$ cat src/time_budget_task_scheduler_core_assert.svh
// Assertion macros shared by the scheduler RTL.
`ifndef TIME_BUDGET_TASK_SCHEDULER_CORE_ASSERT_SVH
`define TIME_BUDGET_TASK_SCHEDULER_CORE_ASSERT_SVH
// Implication checked on every clock edge outside reset.
`define TBS_ASSERT_IMP(lbl, clk, rstn, ante, cons) \
  lbl: assert property (@(posedge clk) disable iff (!rstn) (ante) |-> (cons)) \
    else $error("assertion failed");
// Next-cycle implication.
`define TBS_ASSERT_NXT(lbl, clk, rstn, ante, cons) \
  lbl: assert property (@(posedge clk) disable iff (!rstn) (ante) |=> (cons)) \
    else $error("assertion failed");
`endif

$ cat src/tbs_pkg.sv
// Package with types and constants of the task scheduler.
package tbs_pkg;
  localparam int MaxTasks = 16;

  typedef enum logic [2:0] {
    KIND_TICK = 3'd0, KIND_START = 3'd1, KIND_DONE = 3'd2,
    KIND_LOAD = 3'd3, KIND_READ = 3'd4
  } kind_e;

  localparam logic [1:0] EV_DISPATCH = 2'd0;
  localparam logic [1:0] EV_FINISH   = 2'd1;
  localparam logic [1:0] EV_STATS    = 2'd2;

  typedef enum logic [3:0] {
    ST_IDLE, ST_DECODE, ST_STATRD, ST_STATWR, ST_SCAN, ST_SCAN_EVAL,
    ST_FINISH, ST_DISPATCH, ST_READ, ST_OUT
  } state_e;

  typedef struct packed {
    logic       capture;    // latch input item
    logic       tick;
    logic       load;
    logic       start;      // start round bookkeeping
    logic       stat_rd;    // read stats slot of running task
    logic       done_upd;   // write back done statistics
    logic       scan_rd;    // read table entry at scan pointer
    logic       scan_next;  // advance scan pointer
    logic       dispatch;
    logic       finish;
    logic       read_rd;    // read stats slot for read item
    logic       read_out;
  } cmd_t;

  typedef struct packed {
    kind_e      kind;
    logic       running;
    logic       scan_end;
    logic       hit;
    logic       exhausted;
    logic       read_ok;
    logic       done_ok;
    logic       out_full;
  } sts_t;
endpackage

$ cat src/tbs_ctrl.sv
// Controller state machine of the task scheduler.
module tbs_ctrl import tbs_pkg::*; (
  input  logic clk_i,
  input  logic rst_ni,
  input  logic in_valid_i,
  output logic in_stall_o,
  input  sts_t sts_i,
  output cmd_t cmd_o
);
  state_e state_q, state_d;

  always_ff @(posedge clk_i or negedge rst_ni) begin
    if (!rst_ni) state_q <= ST_IDLE;
    else state_q <= state_d;
  end

  always_comb begin
    state_d = state_q;
    case (state_q)
      ST_IDLE: if (in_valid_i && !sts_i.out_full) state_d = ST_DECODE;
      ST_DECODE: begin
        case (sts_i.kind)
          KIND_START: state_d = sts_i.running ? ST_IDLE : ST_SCAN;
          KIND_DONE: state_d = sts_i.done_ok ? ST_STATRD : ST_IDLE;
          KIND_READ: state_d = sts_i.read_ok ? ST_READ : ST_IDLE;
          default: state_d = ST_IDLE;
        endcase
      end
      ST_STATRD: state_d = ST_STATWR;
      ST_STATWR: state_d = sts_i.exhausted ? ST_FINISH : ST_SCAN;
      ST_SCAN: state_d = sts_i.scan_end ? ST_FINISH : ST_SCAN_EVAL;
      ST_SCAN_EVAL: state_d = sts_i.hit ? ST_DISPATCH : ST_SCAN;
      ST_FINISH: state_d = ST_OUT;
      ST_DISPATCH: state_d = ST_OUT;
      ST_READ: state_d = ST_OUT;
      ST_OUT: state_d = ST_IDLE;
      default: state_d = ST_IDLE;
    endcase
  end

  always_comb begin
    cmd_o = '0;
    in_stall_o = 1'b1;
    case (state_q)
      ST_IDLE: begin
        in_stall_o = sts_i.out_full;
        cmd_o.capture = in_valid_i && !sts_i.out_full;
      end
      ST_DECODE: begin
        cmd_o.tick = sts_i.kind == KIND_TICK;
        cmd_o.load = sts_i.kind == KIND_LOAD;
        cmd_o.start = sts_i.kind == KIND_START && !sts_i.running;
        cmd_o.stat_rd = sts_i.kind == KIND_DONE && sts_i.done_ok;
        cmd_o.read_rd = sts_i.kind == KIND_READ && sts_i.read_ok;
      end
      ST_STATWR: cmd_o.done_upd = 1'b1;
      ST_SCAN: cmd_o.scan_rd = !sts_i.scan_end;
      ST_SCAN_EVAL: cmd_o.scan_next = !sts_i.hit;
      ST_FINISH: cmd_o.finish = 1'b1;
      ST_DISPATCH: cmd_o.dispatch = 1'b1;
      ST_READ: cmd_o.read_out = 1'b1;
      default: ;
    endcase
  end

  `include "time_budget_task_scheduler_core_assert.svh"
  `TBS_ASSERT_IMP(a_no_accept_busy, clk_i, rst_ni, state_q != ST_IDLE, in_stall_o)
  `TBS_ASSERT_NXT(a_eval_after_scan, clk_i, rst_ni,
    state_q == ST_SCAN && !sts_i.scan_end, state_q == ST_SCAN_EVAL)
  `TBS_ASSERT_NXT(a_out_after_hit, clk_i, rst_ni,
    state_q == ST_DISPATCH, state_q == ST_OUT)
endmodule

$ cat src/tbs_datapath.sv
// Datapath of the task scheduler: tables, counters and output register.
module tbs_datapath import tbs_pkg::*; (
  input  logic        clk_i,
  input  logic        rst_ni,
  input  cmd_t        cmd_i,
  output sts_t        sts_o,
  input  logic [4:0]  active_tasks_i,
  input  logic [2:0]  kind_i,
  input  logic [31:0] now_usec_i,
  input  logic [15:0] time_budget_i,
  input  logic [4:0]  task_index_i,
  input  logic [15:0] run_period_i,
  input  logic [31:0] max_time_usec_i,
  input  logic        out_stall_i,
  output logic        out_valid_o,
  output logic [1:0]  event_res_o,
  output logic [4:0]  task_index_res_o,
  output logic        slip_o,
  output logic        overrun_o,
  output logic [31:0] time_sum_o,
  output logic [15:0] run_count_o,
  output logic [31:0] spare_micros_o,
  output logic [4:0]  spare_rounds_o
);
  // Item latches.
  logic [2:0]  kind_q;
  logic [31:0] now_q, allow_q;
  logic [15:0] budget_in_q, ivl_q;
  logic [4:0]  idx_q;

  // Memories, read in clocked blocks; the last-tick array is read combinationally.
  logic [15:0] ivl_mem [MaxTasks];
  logic [31:0] alw_mem [MaxTasks];
  logic [31:0] tsum_mem [MaxTasks+1];
  logic [15:0] rcnt_mem [MaxTasks+1];
  logic [MaxTasks:0] stat_vld_q;
  logic [15:0] last_tick_q [MaxTasks];

  logic [15:0] tick_q, budget_q;
  logic [31:0] prev_start_q, task_start_q, spare_sum_q, held_q;
  logic [4:0]  spare_cnt_q, pos_q;
  logic        running_q, ovr_q;
  logic [15:0] ivl_rd_q;
  logic [31:0] alw_rd_q, tsum_rd_q;
  logic [15:0] rcnt_rd_q;
  logic        rd_vld_q;

  logic [3:0] pos_idx;
  logic [4:0] limit;
  logic [31:0] taken;
  logic [15:0] dt;
  logic [16:0] ivl2;
  logic        hit;

  assign pos_idx = pos_q[3:0];
  assign limit = (active_tasks_i > 5'(MaxTasks)) ? 5'(MaxTasks) : active_tasks_i;
  assign taken = now_q - task_start_q;
  assign dt = tick_q - last_tick_q[pos_idx];
  assign ivl2 = {ivl_rd_q, 1'b0};
  assign hit = (dt >= ivl_rd_q) && (alw_rd_q <= {16'd0, budget_q});

  always_comb begin
    sts_o.kind = kind_e'(kind_q);
    sts_o.running = running_q;
    sts_o.scan_end = pos_q >= limit;
    sts_o.hit = hit;
    sts_o.exhausted = taken >= {16'd0, budget_q};
    sts_o.read_ok = idx_q <= 5'(MaxTasks);
    sts_o.done_ok = running_q;
    sts_o.out_full = out_valid_o;
  end

  always_ff @(posedge clk_i) begin
    if (cmd_i.capture) begin
      kind_q <= kind_i; now_q <= now_usec_i; budget_in_q <= time_budget_i;
      idx_q <= task_index_i; ivl_q <= run_period_i; allow_q <= max_time_usec_i;
    end
    if (cmd_i.load && idx_q < 5'(MaxTasks)) begin
      ivl_mem[idx_q[3:0]] <= ivl_q;
      alw_mem[idx_q[3:0]] <= allow_q;
    end
    if (cmd_i.scan_rd) begin
      ivl_rd_q <= ivl_mem[pos_idx];
      alw_rd_q <= alw_mem[pos_idx];
    end
    if (cmd_i.stat_rd) begin
      tsum_rd_q <= tsum_mem[pos_q + 5'd1];
      rcnt_rd_q <= rcnt_mem[pos_q + 5'd1];
      rd_vld_q <= stat_vld_q[pos_q + 5'd1];
    end else if (cmd_i.read_rd) begin
      tsum_rd_q <= tsum_mem[idx_q];
      rcnt_rd_q <= rcnt_mem[idx_q];
      rd_vld_q <= stat_vld_q[idx_q];
    end
    if (cmd_i.done_upd) begin
      logic [31:0] s;
      logic [15:0] c;
      s = (rd_vld_q ? tsum_rd_q : 32'd0) + taken;
      c = (rd_vld_q ? rcnt_rd_q : 16'd0) + 16'd1;
      if (c >= 16'd32) begin
        s = s >> 2; c = c >> 2;
      end
      tsum_mem[pos_q + 5'd1] <= s;
      rcnt_mem[pos_q + 5'd1] <= c;
    end else if (cmd_i.start) begin
      tsum_mem[0] <= now_q - prev_start_q;
    end else if (cmd_i.finish) begin
      rcnt_mem[0] <= (spare_cnt_q == 5'd31) ? 16'd8 : 16'(spare_cnt_q + 5'd1);
    end
  end

  // Slot 0 halves of the two tables are filled separately; track them apart.
  logic slot0_t_q, slot0_c_q;

  always_ff @(posedge clk_i or negedge rst_ni) begin
    if (!rst_ni) begin
      stat_vld_q <= '0; slot0_t_q <= 1'b0; slot0_c_q <= 1'b0;
      tick_q <= '0; budget_q <= '0; prev_start_q <= '0; task_start_q <= '0;
      spare_sum_q <= '0; held_q <= '0; spare_cnt_q <= '0; pos_q <= '0;
      running_q <= 1'b0; ovr_q <= 1'b0; out_valid_o <= 1'b0;
      for (int i = 0; i < MaxTasks; i++) last_tick_q[i] <= '0;
    end else begin
      if (out_valid_o && !out_stall_i) out_valid_o <= 1'b0;
      if (cmd_i.tick) tick_q <= tick_q + 16'd1;
      if (cmd_i.start) begin
        slot0_t_q <= 1'b1; prev_start_q <= now_q; budget_q <= budget_in_q;
        pos_q <= '0; ovr_q <= 1'b0;
      end
      if (cmd_i.done_upd) begin
        stat_vld_q[pos_q + 5'd1] <= 1'b1;
        last_tick_q[pos_idx] <= tick_q;
        ovr_q <= taken > held_q;
        running_q <= 1'b0;
        if (!sts_o.exhausted) begin
          budget_q <= budget_q - taken[15:0];
          pos_q <= pos_q + 5'd1;
        end
      end
      if (cmd_i.scan_next) pos_q <= pos_q + 5'd1;
      if (cmd_i.dispatch) begin
        held_q <= alw_rd_q; task_start_q <= now_q; running_q <= 1'b1;
        out_valid_o <= 1'b1;
        event_res_o <= EV_DISPATCH; task_index_res_o <= pos_q;
        slip_o <= {1'b0, dt} >= ivl2; overrun_o <= ovr_q;
        time_sum_o <= '0; run_count_o <= '0; spare_micros_o <= '0;
        spare_rounds_o <= '0;
      end
      if (cmd_i.finish) begin
        logic [31:0] ss;
        logic [4:0]  sc;
        ss = spare_sum_q + ((kind_q == KIND_START || !sts_o.exhausted ||
                             pos_q >= limit) && !(kind_q == KIND_DONE &&
                             sts_o.exhausted && running_q) ? {16'd0, budget_q} : 32'd0);
        sc = spare_cnt_q + 5'd1;
        if (spare_cnt_q == 5'd31) begin
          ss = ss >> 1; sc = 5'd16;
        end
        spare_sum_q <= ss; spare_cnt_q <= sc; slot0_c_q <= 1'b1;
        pos_q <= '0; running_q <= 1'b0;
        out_valid_o <= 1'b1;
        event_res_o <= EV_FINISH; task_index_res_o <= '0; slip_o <= 1'b0;
        overrun_o <= ovr_q; time_sum_o <= '0; run_count_o <= '0;
        spare_micros_o <= ss; spare_rounds_o <= sc;
      end
      if (cmd_i.read_out) begin
        out_valid_o <= 1'b1;
        event_res_o <= EV_STATS; task_index_res_o <= idx_q; slip_o <= 1'b0;
        overrun_o <= 1'b0;
        time_sum_o <= (idx_q == 5'd0) ? (slot0_t_q ? tsum_rd_q : 32'd0)
                                      : (rd_vld_q ? tsum_rd_q : 32'd0);
        run_count_o <= (idx_q == 5'd0) ? (slot0_c_q ? rcnt_rd_q : 16'd0)
                                       : (rd_vld_q ? rcnt_rd_q : 16'd0);
        spare_micros_o <= '0; spare_rounds_o <= '0;
      end
    end
  end

  `include "time_budget_task_scheduler_core_assert.svh"
  `TBS_ASSERT_IMP(a_no_dispatch_busy, clk_i, rst_ni, cmd_i.dispatch, !running_q)
  `TBS_ASSERT_IMP(a_out_hold, clk_i, rst_ni, cmd_i.capture, !out_valid_o)
  `TBS_ASSERT_NXT(a_finish_idle, clk_i, rst_ni, cmd_i.finish, !running_q && pos_q == '0)
endmodule

$ cat src/time_budget_task_scheduler_core.sv
// Top level of the time-budgeted cooperative task scheduler.
// Items arrive on the input channel (in_valid_i / in_stall_o); a transfer
// takes place at an edge with valid high and stall low. Results leave on
// the output channel (out_valid_o / out_stall_i) from one output register.
// A tick, load or ignored item passes through decode and gives no result.
// A read passes decode, a registered stats read and the output register.
// A start round, or a task done with budget left, walks the task table
// from the scan position over at most 16 entries; each step is the
// registered table read followed by the eligibility compare.
// Only one item is in work at a time; a new item is taken only once the
// output register is empty, so a stalled receiver holds the input back.
// The user must write the active task count (APB-style, byte address 0)
// only while the block is idle; no check enforces it. Reads return it.
// Reset clears the tick counter, the statistics (through valid bits), the
// spare accumulators and the round state. Task entries stay undefined
// until loaded.
module time_budget_task_scheduler_core import tbs_pkg::*; (
  input  logic        clk_i,
  input  logic        rst_ni,
  input  logic        psel,
  input  logic        penable,
  input  logic        pwrite,
  input  logic [0:0]  paddr,
  input  logic [31:0] pwdata,
  output logic [31:0] prdata,
  output logic        pready,
  input  logic        in_valid_i,
  output logic        in_stall_o,
  input  logic [2:0]  kind_i,
  input  logic [31:0] now_usec_i,
  input  logic [15:0] time_budget_i,
  input  logic [4:0]  task_index_i,
  input  logic [15:0] run_period_i,
  input  logic [31:0] max_time_usec_i,
  output logic        out_valid_o,
  input  logic        out_stall_i,
  output logic [1:0]  event_res_o,
  output logic [4:0]  task_index_res_o,
  output logic        slip_o,
  output logic        overrun_o,
  output logic [31:0] time_sum_o,
  output logic [15:0] run_count_o,
  output logic [31:0] spare_micros_o,
  output logic [4:0]  spare_rounds_o
);
  logic [4:0] active_q;
  cmd_t cmd;
  sts_t sts;

  assign pready = 1'b1;
  assign prdata = (paddr == 1'b0) ? {27'd0, active_q} : 32'd0;

  // Only address 0 holds a register; other writes are dropped.
  always_ff @(posedge clk_i or negedge rst_ni) begin
    if (!rst_ni) active_q <= '0;
    else if (psel && penable && pwrite && paddr == 1'b0) active_q <= pwdata[4:0];
  end

  tbs_ctrl u_ctrl (
    .clk_i, .rst_ni, .in_valid_i, .in_stall_o, .sts_i(sts), .cmd_o(cmd)
  );

  tbs_datapath u_dp (
    .clk_i, .rst_ni, .cmd_i(cmd), .sts_o(sts), .active_tasks_i(active_q),
    .kind_i, .now_usec_i, .time_budget_i, .task_index_i, .run_period_i,
    .max_time_usec_i, .out_stall_i, .out_valid_o, .event_res_o,
    .task_index_res_o, .slip_o, .overrun_o, .time_sum_o, .run_count_o,
    .spare_micros_o, .spare_rounds_o
  );
endmodule
$ cat config.mk
export PLATFORM = sky130hd
export DESIGN_NAME = time_budget_task_scheduler_core
export DESIGN_NICKNAME = d
export VERILOG_FILES = /design/src/tbs_pkg.sv /design/src/tbs_ctrl.sv /design/src/tbs_datapath.sv /design/src/time_budget_task_scheduler_core.sv
export VERILOG_INCLUDE_DIRS = /design/src /design/src/src
export SDC_FILE = /design/constraint.sdc
export NUM_CORES = 2
export LEC_CHECK = 0
export BUFFER_PORTS_ARGS = -buffer_cell sky130_fd_sc_hd__buf_2
export CORE_ASPECT_RATIO = 1.25
export CORE_MARGIN = 2
export CORE_UTILIZATION = 40
export DETAILED_ROUTE_END_ITERATION = 8
export PLACE_DENSITY = 0.61
export SKIP_CTS_REPAIR_TIMING = 1
export SLEW_MARGIN = 20
export SYNTH_ARGS = -nofsm -noshare
export SYNTH_HDL_FRONTEND = slang
export SYNTH_SLANG_ARGS = --single-unit
$ cat constraint.sdc
create_clock -name clk_i -period 8.6 [get_ports clk_i]
set_input_delay 1.72 -clock clk_i [delete_from_list [all_inputs] [get_ports clk_i]]
set_output_delay 1.72 -clock clk_i [all_outputs]
set_load 0.01 [all_outputs]
==> impl_metrics.json <==
{
  "synth_cell_types": 81,
  "met3_length_um": 18900,
  "outcome": "completed",
  "routed.top_layer": "met5",
  "finClkSkew_ns": 0.107,
  "setup.worst_path.end_class": "register",
  "io_buffers": 217,
  "drv_slew": 0,
  "synth_top_area_share_pct": 52.5,
  "yosysTopAreaCell": "edfxtp_1",
  "critPathArrivalTime_ns": 8.76,
  "maxCapViolations": 0,
  "viasPerCell": 5.86,
  "vias": 61900,
  "tightest_slew_ns": 1.19,
  "synthFlopType": "edfxtp_1",
  "criticalPathCategory": "register to register",
  "synth_most_common_cell": "edfxtp_1",
  "htree_levels": 4,
  "max_stage_delay_ns": 0.45,
  "power_mw": 43.8,
  "yosysWarnings": 0,
  "nets": 7208,
  "grt_pass1_wl_um": 445000,
  "required_ns": 9.24,
  "ys_top_cells_by_area": "edfxtp_1, mux4_2, dfrtp_1",
  "synth-edff-count": 1879,
  "wl_per_cell_um": 29.2,
  "hold_class": "register to register",
  "place_congestion": 0.889,
  "grt_overflow": 0,
  "dr_wl_met2_um": 156000,
  "core_um2": 267000,
  "drt_iter0_markers": 5964,
  "final.min_clock_period_ns": 8.11,
  "die_h_um": 583,
  "ys_ff_latch": 2341,
  "period_share_pct": 94.4,
  "critPathLaunchType": "register",
  "clock_latency_ns": 0.96,
  "avgSynthCellArea_um2": 16.5,
  "antenna_found_initial": 23,
  "die_w_um": 467,
  "synth.cell_area_um2": 107000,
  "n_fill_cell": 23000,
  "syn_inst": 6517,
  "ys_seq_area_share_pct": 63.3,
  "async_reset_ff_share_pct": 19.5,
  "hpwl_um": 192000,
  "clock_path_buffers": 4,
  "wl_met1_um": 117000,
  "start_util_pct": 40.2,
  "areaGrowthSynthToFinish_pct": 13.4,
  "die_area_um2": 273000,
  "peakVddDrop_mv": 0.277,
  "critPathSlowestCell": "or4b_1",
  "grt_pass1_vias": 63600,
  "maxSlewHeadroom_pct": 20.7,
  "drive_gt1_share_pct": 27.8,
  "p_per_area_nw_per_um2": 359,
  "clock-sinks": 2341,
  "drc": 0,
  "fp-row-count": 212,
  "io_pins": 273,
  "clk_transition_reported_paths_ns": 0.06,
  "fmax_ghz": 0.123,
  "cts_tree": "done",
  "finalSetupViolCount": 0,
  "leakagePower_nw": 43.5,
  "synthTopCellsByCount": "edfxtp_1, mux4_2, dfrtp_1",
  "grt_max_degree": 158,
  "grt_use_total_pct": 22.4,
  "path_max_fanout": 15,
  "hold_viol_final": 0,
  "cts_root_buf": "clkbuf_16",
  "utilization_pct": 45.6,
  "cts_buffers": 239,
  "path_common_cell": "o21ai_1",
  "wirelength_um": 308000,
  "ant_nets": 0,
  "drt_first_pass_iters": 8
}
[report_power, final]
group	switching (mW)	internal (mW)	leakage, nW	total, mW
sequential	0.989	14.9	23.3	15.9
clock	4.49	6.27	3.92	10.8
combinational	10.1	7.04	16.3	17.1
[per-stage QoR]
step | cell area [µm²] | std cells | hold slack, ns | setup TNS, ns | worst slack (ns)
after floorplan | 108000 | 6577 | 0.435 | 0 | 0.811
after global placement | 113000 | 10100 | 0.450 | -0.165 | -0.0847
after detailed placement | 114000 | 10100 | 0.464 | -0.279 | -0.132
after CTS | 122000 | 10500 | 0.479 | -0.715 | -0.180
after global routing | 122000 | 10500 | 0.493 | -0.0956 | -0.0561
final | 122000 | 10600 | 0.477 | 0 | 0.486
[cells by family (layout without fill, tap and decap cells)]
kind of cell,Yosys count,count (layout),synth area share (%)
DFF,2341,2341,63.3
and+or+nand+nor,1173,1173,5.16
muxes,1139,1139,19.8
AOI/OAI and AO/OA,839,839,5.13
buffers and inverters,604,1034,2.23
adders and majority gates,257,257,3.03
xor gates and xnor gates,162,162,1.32
other,2,76,0.00699
[state kept, by name (all words and copies together), names as in the netlist, 16 cells and up, named ones only]
| signal | flops |
|---|---|
| u_dp.tsum_mem | 544 |
| u_dp.alw_mem | 512 |
| u_dp.rcnt_mem | 272 |
| u_dp.ivl_mem | 256 |
| u_dp.last_tick_q | 256 |
| u_dp.allow_q | 32 |
| u_dp.alw_rd_q | 32 |
| u_dp.held_q | 32 |
| u_dp.now_q | 32 |
| u_dp.prev_start_q | 32 |
| u_dp.spare_micros_o | 32 |
| u_dp.spare_sum_q | 32 |
| u_dp.task_start_q | 32 |
| u_dp.time_sum_o | 32 |
| u_dp.tsum_rd_q | 32 |
| u_dp.stat_vld_q | 17 |
| u_dp.budget_in_q | 16 |
| u_dp.budget_q | 16 |
| u_dp.ivl_q | 16 |
| u_dp.ivl_rd_q | 16 |
| u_dp.rcnt_rd_q | 16 |
| u_dp.run_count_o | 16 |
| u_dp.tick_q | 16 |
[worst paths after layout]
kind	end	from	depth (start not counted)	slack, ns
hold reg to reg	u_dp.last_tick_q[30]	u_dp.last_tick_q[30]	2	0.48
hold / removal	u_dp.last_tick_q[30]	u_dp.last_tick_q[30]	2	0.48
min in group asynchronous	u_dp.spare_sum_q[28]	rst_ni	1	0.74
setup / recovery	u_dp.spare_micros_o[30]	u_dp.now_q[0]	34	0.49
setup reg to reg	u_dp.spare_micros_o[30]	u_dp.now_q[0]	34	0.49
max in group asynchronous	u_dp.spare_sum_q[14]	rst_ni	3	5.91
[worst max-delay path, delay by kind of cell (launching register included)]
kind,cells,cell delay [ns]
buffers and inverters,4,0.59
and+or+nand+nor,10,2.19
AOI/OAI and AO/OA,15,3.31
adders and majority gates,4,1.25
xor gates and xnor gates,1,0.17
DFF,1,0.35
[layout make-up]
type | instances | area [µm²] | share of cell area, %
flip-flops and latches | 2341 | 68000 | 55.8
multi-input cells | 3632 | 38000 | 31.2
clock buffers | 294 | 6400 | 5.26
well taps | 3531 | 4420 | 3.63
repair buffers | 388 | 2480 | 2.04
clock inverters | 146 | 1640 | 1.35
inverters | 206 | 778 | 0.639
diodes | 14 | 35.0 | 0.0288
[per-layer routing]
metal | track usage (%) | vias to the layer above
met5 | 0 | -
li1 | - | 26300
met2 | 38.5 | 2392
met3 | 3.27 | 660
met1 | 27.9 | 32500
met4 | 10.3 | 6
[layout by cell type (no fill, tap or decap), drive strengths merged, types with 39 or more instances in the layout]
cell type / synthesis / final
a211oi: 48 / 48
a21o: 101 / 101
a21oi: 168 / 168
and2: 102 / 102
and3: 55 / 55
buf: 124 / 388
clkbuf: 274 / 294
clkinv: 3 / 99
conb: 2 / 62
dfrtp: 457 / 457
edfxtp: 1879 / 1879
ha: 250 / 250
inv: 203 / 207
mux2: 300 / 300
mux2i: 77 / 77
mux4: 762 / 762
nand2: 453 / 453
nand2b: 39 / 39
nand3: 98 / 98
nor2: 229 / 229
nor3: 53 / 53
o211ai: 40 / 40
o21ai: 221 / 221
xnor2: 101 / 101
xor2: 61 / 61
Note: power is estimated with default switching activity, not from simulation.
